===== config.mk =====
export PLATFORM = sky130hd
export DESIGN_NAME = euclidean_distance_accumulator
export DESIGN_NICKNAME = d
export VERILOG_FILES = /design/src/rtl/eda_pkg.sv /design/src/rtl/eda_ctrl.sv /design/src/rtl/eda_datapath.sv /design/src/rtl/euclidean_distance_accumulator.sv
export VERILOG_INCLUDE_DIRS = /design/src /design/src/rtl
export SDC_FILE = /design/constraint.sdc
export NUM_CORES = 1
export LEC_CHECK = 0
export BUFFER_PORTS_ARGS = -buffer_cell sky130_fd_sc_hd__buf_2
export CAP_MARGIN = 10
export CORE_MARGIN = 2
export CORE_UTILIZATION = 45
export CTS_CLUSTER_SIZE = 8
export DETAILED_ROUTE_END_ITERATION = 8
export SLEW_MARGIN = 20
export SYNTH_ARGS = -nofsm -noshare
export SYNTH_HDL_FRONTEND = slang
export SYNTH_SLANG_ARGS = --single-unit

===== constraint.sdc =====
create_clock -name clock -period 21.1 [get_ports clock]
set_input_delay 1.055 -clock clock [delete_from_list [all_inputs] [get_ports clock]]
set_output_delay 1.055 -clock clock [all_outputs]
set_load 0.01 [all_outputs]

===== src/rtl/assert_macros.svh =====
// Assertion macros shared by the distance accumulator modules.
`ifndef ASSERT_MACROS_SVH
`define ASSERT_MACROS_SVH

// Checks that condition c holds in the same cycle whenever a holds.
`define ASSERT_IMPLIES(label, clk, rst, a, c, msg) \
   label: assert property (@(posedge clk) disable iff (rst) (a) |-> (c)) else $error(msg);

// Checks that condition c holds in the cycle after a holds.
`define ASSERT_NEXT(label, clk, rst, a, c, msg) \
   label: assert property (@(posedge clk) disable iff (rst) (a) |=> (c)) else $error(msg);

`endif


===== src/rtl/eda_pkg.sv =====
// Shared constants and controller-to-datapath command type for the distance accumulator.
package eda_pkg;

   // Width of the element ports.
   localparam int DATA_BITS = 16;
   // Width of the running sum of squares (Q26.16).
   localparam int ACC_BITS = 42;
   // Width of the distance result (Q13.8).
   localparam int DIST_BITS = 21;
   // One root bit is resolved per step.
   localparam int ROOT_STEPS = DIST_BITS;
   // Partial remainder of the square root; it never reaches 2^22.
   localparam int REM_BITS = DIST_BITS + 3;
   localparam int STEP_CNT_BITS = $clog2(ROOT_STEPS);

   // Commands from the controller to the datapath.
   typedef struct packed {
      logic load_sq;    // Register the square of the accepted pair.
      logic acc_add;    // Add the registered square to the running sum.
      logic acc_final;  // Add the last square, start the root, clear the sum.
      logic root_step;  // Resolve one bit of the square root.
   } cmd_type;

endpackage


===== src/rtl/eda_ctrl.sv =====
// Controller: input staging, square-root sequencing and result handshake.
`include "assert_macros.svh"

module eda_ctrl (
   input  logic               clock,
   input  logic               reset,
   input  logic               req_valid,
   input  logic               req_last_elem,
   output logic               req_ready,
   output logic               rsp_valid,
   input  logic               rsp_ready,
   output eda_pkg::cmd_type   cmd
);

   typedef enum logic [2:0] {
      ST_IDLE = 3'b001,
      ST_CALC = 3'b010,
      ST_SEND = 3'b100
   } state_type;

   state_type                              state_ff, state_in;
   logic [eda_pkg::STEP_CNT_BITS-1:0]      cnt_ff, cnt_in;
   logic                                   sq_vld_ff, sq_vld_in;
   logic                                   sq_last_ff, sq_last_in;
   logic                                   advance;
   logic                                   accept;

   // The square stage moves on unless it holds a last pair and the root unit is busy.
   assign advance   = sq_vld_ff && (!sq_last_ff || (state_ff == ST_IDLE));
   assign req_ready = !sq_vld_ff || advance;
   assign accept    = req_valid && req_ready;

   // Square stage occupancy.
   always_comb begin
      sq_vld_in  = sq_vld_ff;
      sq_last_in = sq_last_ff;
      if (accept) begin
         sq_vld_in  = 1'b1;
         sq_last_in = req_last_elem;
      end else if (advance) begin
         sq_vld_in  = 1'b0;
      end
   end

   // Commands to the datapath.
   always_comb begin
      cmd.load_sq   = accept;
      cmd.acc_add   = advance && !sq_last_ff;
      cmd.acc_final = advance && sq_last_ff;
      cmd.root_step = (state_ff == ST_CALC);
   end

   assign rsp_valid = (state_ff == ST_SEND);

   // Square-root sequencer and result handshake.
   always_comb begin
      state_in = state_ff;
      cnt_in   = cnt_ff;
      case (state_ff)
         ST_IDLE: begin
            if (cmd.acc_final) begin
               state_in = ST_CALC;
               cnt_in   = '0;
            end
         end
         ST_CALC: begin
            cnt_in = cnt_ff + eda_pkg::STEP_CNT_BITS'(1);
            if (cnt_ff == eda_pkg::STEP_CNT_BITS'(eda_pkg::ROOT_STEPS - 1)) begin
               state_in = ST_SEND;
            end
         end
         ST_SEND: begin
            if (rsp_ready) begin
               state_in = ST_IDLE;
            end
         end
         default: begin
            state_in = ST_IDLE;
         end
      endcase
   end

   always_ff @(posedge clock) begin
      if (reset) begin
         state_ff   <= ST_IDLE;
         cnt_ff     <= '0;
         sq_vld_ff  <= 1'b0;
         sq_last_ff <= 1'b0;
      end else begin
         state_ff   <= state_in;
         cnt_ff     <= cnt_in;
         sq_vld_ff  <= sq_vld_in;
         sq_last_ff <= sq_last_in;
      end
   end

   // A last pair waiting on a busy root unit must block new transactions.
   `ASSERT_IMPLIES(a_last_stalls, clock, reset,
      sq_vld_ff && sq_last_ff && (state_ff != ST_IDLE), !req_ready,
      "last pair passed a busy root unit")
   // Starting a root always begins a fresh step count.
   `ASSERT_NEXT(a_root_start, clock, reset, cmd.acc_final,
      (state_ff == ST_CALC) && (cnt_ff == '0), "root did not start cleanly")
   // The step counter stays within the number of root bits.
   `ASSERT_IMPLIES(a_cnt_range, clock, reset, state_ff == ST_CALC,
      cnt_ff < eda_pkg::STEP_CNT_BITS'(eda_pkg::ROOT_STEPS), "root step count out of range")

endmodule


===== src/rtl/eda_datapath.sv =====
// Datapath: squared difference, saturating accumulator and bit-serial square root.
`include "assert_macros.svh"

module eda_datapath #(
   parameter int ELEM_BITS = 16
) (
   input  logic                              clock,
   input  logic                              reset,
   input  eda_pkg::cmd_type                  cmd,
   input  logic signed [eda_pkg::DATA_BITS-1:0] req_a_elem,
   input  logic signed [eda_pkg::DATA_BITS-1:0] req_b_elem,
   output logic [eda_pkg::DIST_BITS-1:0]     rsp_distance,
   output logic                              rsp_overflow
);

   localparam int RAW_W = (ELEM_BITS > eda_pkg::DATA_BITS) ? ELEM_BITS : eda_pkg::DATA_BITS;
   localparam int SQ_W  = 2 * ELEM_BITS;
   localparam int SUM_W = ((SQ_W > eda_pkg::ACC_BITS) ? SQ_W : eda_pkg::ACC_BITS) + 1;
   localparam int ACC_W = eda_pkg::ACC_BITS;
   localparam int REM_W = eda_pkg::REM_BITS;
   localparam int DST_W = eda_pkg::DIST_BITS;

   logic [RAW_W-1:0]          a_wide, b_wide;
   logic signed [ELEM_BITS:0] a_val, b_val, diff;
   logic [ELEM_BITS:0]        abs_full;
   logic [ELEM_BITS-1:0]      mag;
   logic [SQ_W-1:0]           sq_in;
   logic [SQ_W-1:0]           sq_ff;

   logic [SUM_W-1:0]          sum_w;
   logic                      sat_now;
   logic [ACC_W-1:0]          sum_sat;
   logic [ACC_W-1:0]          acc_ff, acc_in;
   logic                      sat_ff, sat_in;

   logic [ACC_W-1:0]          x_ff;
   logic [REM_W-1:0]          rem_ff;
   logic [DST_W-1:0]          q_ff;
   logic                      ovf_ff;
   logic [REM_W-1:0]          rem_sh, trial;

   // Take the low ELEM_BITS of each element as two's complement.
   assign a_wide = RAW_W'($unsigned(req_a_elem));
   assign b_wide = RAW_W'($unsigned(req_b_elem));
   assign a_val  = $signed({a_wide[ELEM_BITS-1], a_wide[ELEM_BITS-1:0]});
   assign b_val  = $signed({b_wide[ELEM_BITS-1], b_wide[ELEM_BITS-1:0]});

   // Magnitude of the difference fits in ELEM_BITS, then one multiply.
   assign diff     = a_val - b_val;
   assign abs_full = diff[ELEM_BITS] ? $unsigned(-diff) : $unsigned(diff);
   assign mag      = abs_full[ELEM_BITS-1:0];
   assign sq_in    = SQ_W'(mag) * SQ_W'(mag);

   always_ff @(posedge clock) begin
      if (cmd.load_sq) begin
         sq_ff <= sq_in;
      end
   end

   // Saturating add: any carry past the accumulator width pins it at all ones.
   assign sum_w   = SUM_W'(acc_ff) + SUM_W'(sq_ff);
   assign sat_now = |sum_w[SUM_W-1:ACC_W];
   assign sum_sat = sat_now ? {ACC_W{1'b1}} : sum_w[ACC_W-1:0];

   always_comb begin
      acc_in = acc_ff;
      sat_in = sat_ff;
      if (cmd.acc_final) begin
         acc_in = '0;
         sat_in = 1'b0;
      end else if (cmd.acc_add) begin
         acc_in = sum_sat;
         sat_in = sat_ff | sat_now;
      end
   end

   always_ff @(posedge clock) begin
      if (reset) begin
         acc_ff <= '0;
         sat_ff <= 1'b0;
      end else begin
         acc_ff <= acc_in;
         sat_ff <= sat_in;
      end
   end

   // Restoring square root: bring down two radicand bits and try the next root bit.
   assign rem_sh = {rem_ff[REM_W-3:0], x_ff[ACC_W-1 -: 2]};
   assign trial  = REM_W'({q_ff, 2'b01});

   always_ff @(posedge clock) begin
      if (cmd.acc_final) begin
         x_ff   <= sum_sat;
         rem_ff <= '0;
         q_ff   <= '0;
         ovf_ff <= sat_ff | sat_now;
      end else if (cmd.root_step) begin
         x_ff <= {x_ff[ACC_W-3:0], 2'b00};
         if (rem_sh >= trial) begin
            rem_ff <= rem_sh - trial;
            q_ff   <= {q_ff[DST_W-2:0], 1'b1};
         end else begin
            rem_ff <= rem_sh;
            q_ff   <= {q_ff[DST_W-2:0], 1'b0};
         end
      end
   end

   assign rsp_distance = q_ff;
   assign rsp_overflow = ovf_ff;

   // A saturated sum is always pinned at its maximum.
   `ASSERT_IMPLIES(a_sat_pinned, clock, reset, sat_ff, acc_ff == {ACC_W{1'b1}},
      "saturation flag set without a pinned sum")
   // Closing a vector leaves a clean accumulator for the next one.
   `ASSERT_NEXT(a_acc_cleared, clock, reset, cmd.acc_final, (acc_ff == '0) && !sat_ff,
      "accumulator not cleared after last pair")

endmodule


===== src/rtl/euclidean_distance_accumulator.sv =====
// Top level of the Euclidean distance accumulator.
// Each transaction on the req_ channel carries one element pair of two Q8.8 vectors;
// the squared difference goes into a 42-bit Q26.16 sum that saturates at all ones
// and sets the overflow flag. On the pair marked last, the block returns one rsp_
// transaction with the floor square root of the sum as a Q13.8 distance and clears
// the sum. Pairs are taken one per cycle: a pair is squared in one register stage and
// added in the next. The square root is computed bit-serially, one bit per cycle,
// after the last pair is added, and overlaps the next vector. The last pair of a
// vector waits in the square stage while the previous root is still being computed
// or its result has not been taken, so vectors of about 23 pairs or more stream
// without a stall as long as results are taken promptly. A result is offered on
// rsp_ once every root bit of its vector has been resolved.
module euclidean_distance_accumulator #(
   parameter int ELEM_BITS = 16
) (
   input  logic                                 clock,
   input  logic                                 reset,
   input  logic                                 req_valid,
   output logic                                 req_ready,
   input  logic signed [eda_pkg::DATA_BITS-1:0] req_a_elem,
   input  logic signed [eda_pkg::DATA_BITS-1:0] req_b_elem,
   input  logic                                 req_last_elem,
   output logic                                 rsp_valid,
   input  logic                                 rsp_ready,
   output logic [eda_pkg::DIST_BITS-1:0]        rsp_distance,
   output logic                                 rsp_overflow
);

   eda_pkg::cmd_type cmd;

   // Sequencing and handshakes.
   eda_ctrl u_ctrl (
      .clock         (clock),
      .reset         (reset),
      .req_valid     (req_valid),
      .req_last_elem (req_last_elem),
      .req_ready     (req_ready),
      .rsp_valid     (rsp_valid),
      .rsp_ready     (rsp_ready),
      .cmd           (cmd)
   );

   // Arithmetic.
   eda_datapath #(
      .ELEM_BITS (ELEM_BITS)
   ) u_datapath (
      .clock        (clock),
      .reset        (reset),
      .cmd          (cmd),
      .req_a_elem   (req_a_elem),
      .req_b_elem   (req_b_elem),
      .rsp_distance (rsp_distance),
      .rsp_overflow (rsp_overflow)
   );

endmodule

==> metrics.txt <==
outcome=completed; syn avg cell area=8.65 um2; top cell type's share of synthesized area=0.190; critical path launch point type=primary input; Clock Sinks=170; die area=40300 um2; most used cell, CP=fa_1; final hold violations=0; initial antenna violation count=0; GRT busiest layer=met2; drt drc=0; TritonCTS clock tree=done; post-synth net total=2389; maxcap violations=0; initial core utilization=0.453; Worst Tran Pin Value=1180 ps; # diodes=0; slowest CP cell=a31oi_2; Crit. End Element=flip-flop; CTS resizes=0; worst path bufs/invs=6; dpl hpwl=33.1 mm; # H-tree levels=4; GRT met3 Usage=0.0196; cts hold-fix bufs=0; cell count after synthesis=2014; row count=72; setup TNS=0 ps; leading area contributor after synthesis=fa_1; Area contributors post-synth=fa_1, edfxtp_1, ha_1; total CTS buffers=17; clock tree buffer depth=2; Top FF cell, synth=dfxtp_1; RSZ-0062 raised after global routing=no; clock-pin slew on the worst setup and hold paths=70 ps; initial drt markers=641; largest net degree at the start of global routing=77; Hold WC Path Type=flip-flop to flip-flop; via/cell ratio=5.31; num ports=61; number of global-route vias before repair=14100; warning count from the yosys run=0; final RePlAce weighted congestion=0.888; Post-synth ARST share=0; Vias=13700; Final Cycle Share=0.486; met1 usage=0.252; Finished Core Util=0.492; Rel. slew slack=0.204; Clock Latency Late Sink=430 ps; number of synthesized register bits=170; crit path max fanout=11; DRT Pass-1 Iters=5; Finished Layout Cells=2578; delay of the slowest critical-path stage=650 ps; DRT Wirelength=41.6 mm; Max Fclk=0.0975 GHz; Post-CTS Setup Inserts=0; Post-synth EDFFs=74; port bufs=60; wire per inst=16.1 um; Root Buffer=clkbuf_16; setup violators final=0; remaining antenna violation count=0; Inst Count DP=2546; Crit path max-delay family=adder cells; clk_skew=6.69 ps; Die H=201 um; mapped cell area=17400 um2; Yosys cell types=74; GRT Total Usage=0.212; Critical Path AT=10430 ps; count of final max-slew check failures=0; Core Box Area=38500 um2; GRT Residual Overflow=0; post-route cell area=18900 um2; first-pass GRT wire length=69.7 mm; Worst EP required=21280 ps; DP Area=18300 um2; Die Wd=201 um; Crit Path Category=primary input to flip-flop; met2 Resource Use GR=0.397; share of post-route cells with drive strength above 1=0.0680; Area Overhead vs Synth=8.70%; post-synthesis sequential area ratio=0.238; post-route minimum period=10250 ps; Final nets=2422
==> stage by stage <==
stage | setup slack, ps | hold slack (ps)
4_1_cts | 10470 | 471
5_1_grt | 10290 | 485
3_3_place_gp | 10290 | 439
6_report | 10850 | 473
2_1_floorplan | 11430 | 428
3_5_place_dp | 10020 | 452
==> path summary, 6_finish.rpt <==
check                                     startpoint                    end  slack, ps  cells past startpoint
worst max-delay path                   req_a_elem[0]   u_datapath.sq_ff[31]      10850                     37
worst min-delay path               u_datapath.sat_ff      u_datapath.sat_ff        470                      2
worst min register to register     u_datapath.sat_ff      u_datapath.sat_ff        470                      2
worst max register to register  u_datapath.sq_ff[19]  u_datapath.acc_ff[33]      16850                     10
==> routing by layer <==
metal,part of all wire,vias up
li1,-,6828
met1,0.43,6547
met2,0.51,249
met3,0.026,76
met4,0.030,0
met5,0,-
==> cell type report <==
type                    count  area (um2)
fillers                  3788       19500
multi-input cells        1467       11900
repair buffers             77         428
inverters                 314        1180
well taps                 518         648
clock buffers              19         443
clock inverters            13         191
flip-flops and latches    170        4140
==> worst register-to-register path, delay by kind of cell, from the launching register on <==
kind	cells	cell delay, ps
AO/OA/AOI/OAI	6	1860
AND/OR/NAND/NOR	3	1420
adder cells (fa/ha/maj)	1	460
flip-flops	1	430
==> logic make-up after synthesis <==
group | Yosys count | share of synthesized area
xor+xnor | 101 | 0.0512
simple gates | 553 | 0.142
fa+ha+maj | 338 | 0.314
buf+inv | 377 | 0.0815
mux | 11 | 0.00639
compound gates | 464 | 0.168
flops | 170 | 0.238
==> flip-flops by register name, summed over array words and instances, names as in the netlist <==
signal,cells
u_ctrl.sq_last_ff,1
u_datapath.rsp_overflow,1
u_datapath.x_ff,42
u_datapath.rem_ff,22
u_datapath.sq_ff,31
u_ctrl.sq_vld_ff,1
u_datapath.rsp_distance,21
u_datapath.acc_ff,42
u_ctrl.cnt_ff,5
u_ctrl.state_ff,3
u_datapath.sat_ff,1
==> cells in the final DEF, fill, tap and decap left out, types with 10 or more instances in the layout <==
| cell | synthesis | routed |
|---|---|---|
| a311oi_1 | 10 | 10 |
| a21oi_1 | 125 | 125 |
| buf_4 | 1 | 17 |
| fa_1 | 165 | 165 |
| a21o_1 | 47 | 47 |
| o21a_1 | 14 | 14 |
| buf_2 | 1 | 60 |
| nor2b_1 | 19 | 16 |
| nand3_1 | 49 | 48 |
| xnor2_1 | 62 | 62 |
| dfxtp_1 | 96 | 96 |
| inv_1 | 308 | 307 |
| ha_1 | 173 | 173 |
| nand2_1 | 184 | 184 |
| nor2_1 | 193 | 191 |
| edfxtp_1 | 74 | 74 |
| o21bai_1 | 19 | 19 |
| xor2_1 | 38 | 38 |
| o21ai_0 | 123 | 123 |
| nand4_1 | 13 | 13 |
| and3_1 | 17 | 17 |
| a211oi_1 | 35 | 35 |
| clkbuf_16 | 0 | 17 |
| and2_1 | 17 | 17 |
| nor3_1 | 20 | 20 |
| mux2i_1 | 10 | 10 |
| a31oi_1 | 22 | 21 |
| nand2b_1 | 12 | 12 |
==> cell usage after synthesis (7+ instances only) <==
| master | count |
|---|---|
| nor2b_1 | 19 |
| o31ai_1 | 8 |
| o21ai_0 | 123 |
| and2_1 | 17 |
| clkbuf_1 | 59 |
| a311oi_1 | 10 |
| a31oi_1 | 22 |
| fa_1 | 165 |
| a21oi_1 | 125 |
| nor2_1 | 193 |
| nand2_1 | 184 |
| a211oi_1 | 35 |
| o211ai_1 | 7 |
| nand3_1 | 49 |
| mux2i_1 | 10 |
| nor3_1 | 20 |
| nand2b_1 | 12 |
| and3_1 | 17 |
| o21a_1 | 14 |
| nand4_1 | 13 |
| o21bai_1 | 19 |
| edfxtp_1 | 74 |
| dfxtp_1 | 96 |
| xnor2_1 | 62 |
| ha_1 | 173 |
| xor2_1 | 38 |
| inv_1 | 308 |
| a21o_1 | 47 |
Power is left out: the tool's default activity adds up to more than one toggle a clock period on the data nets, which glitch-free logic cannot reach.
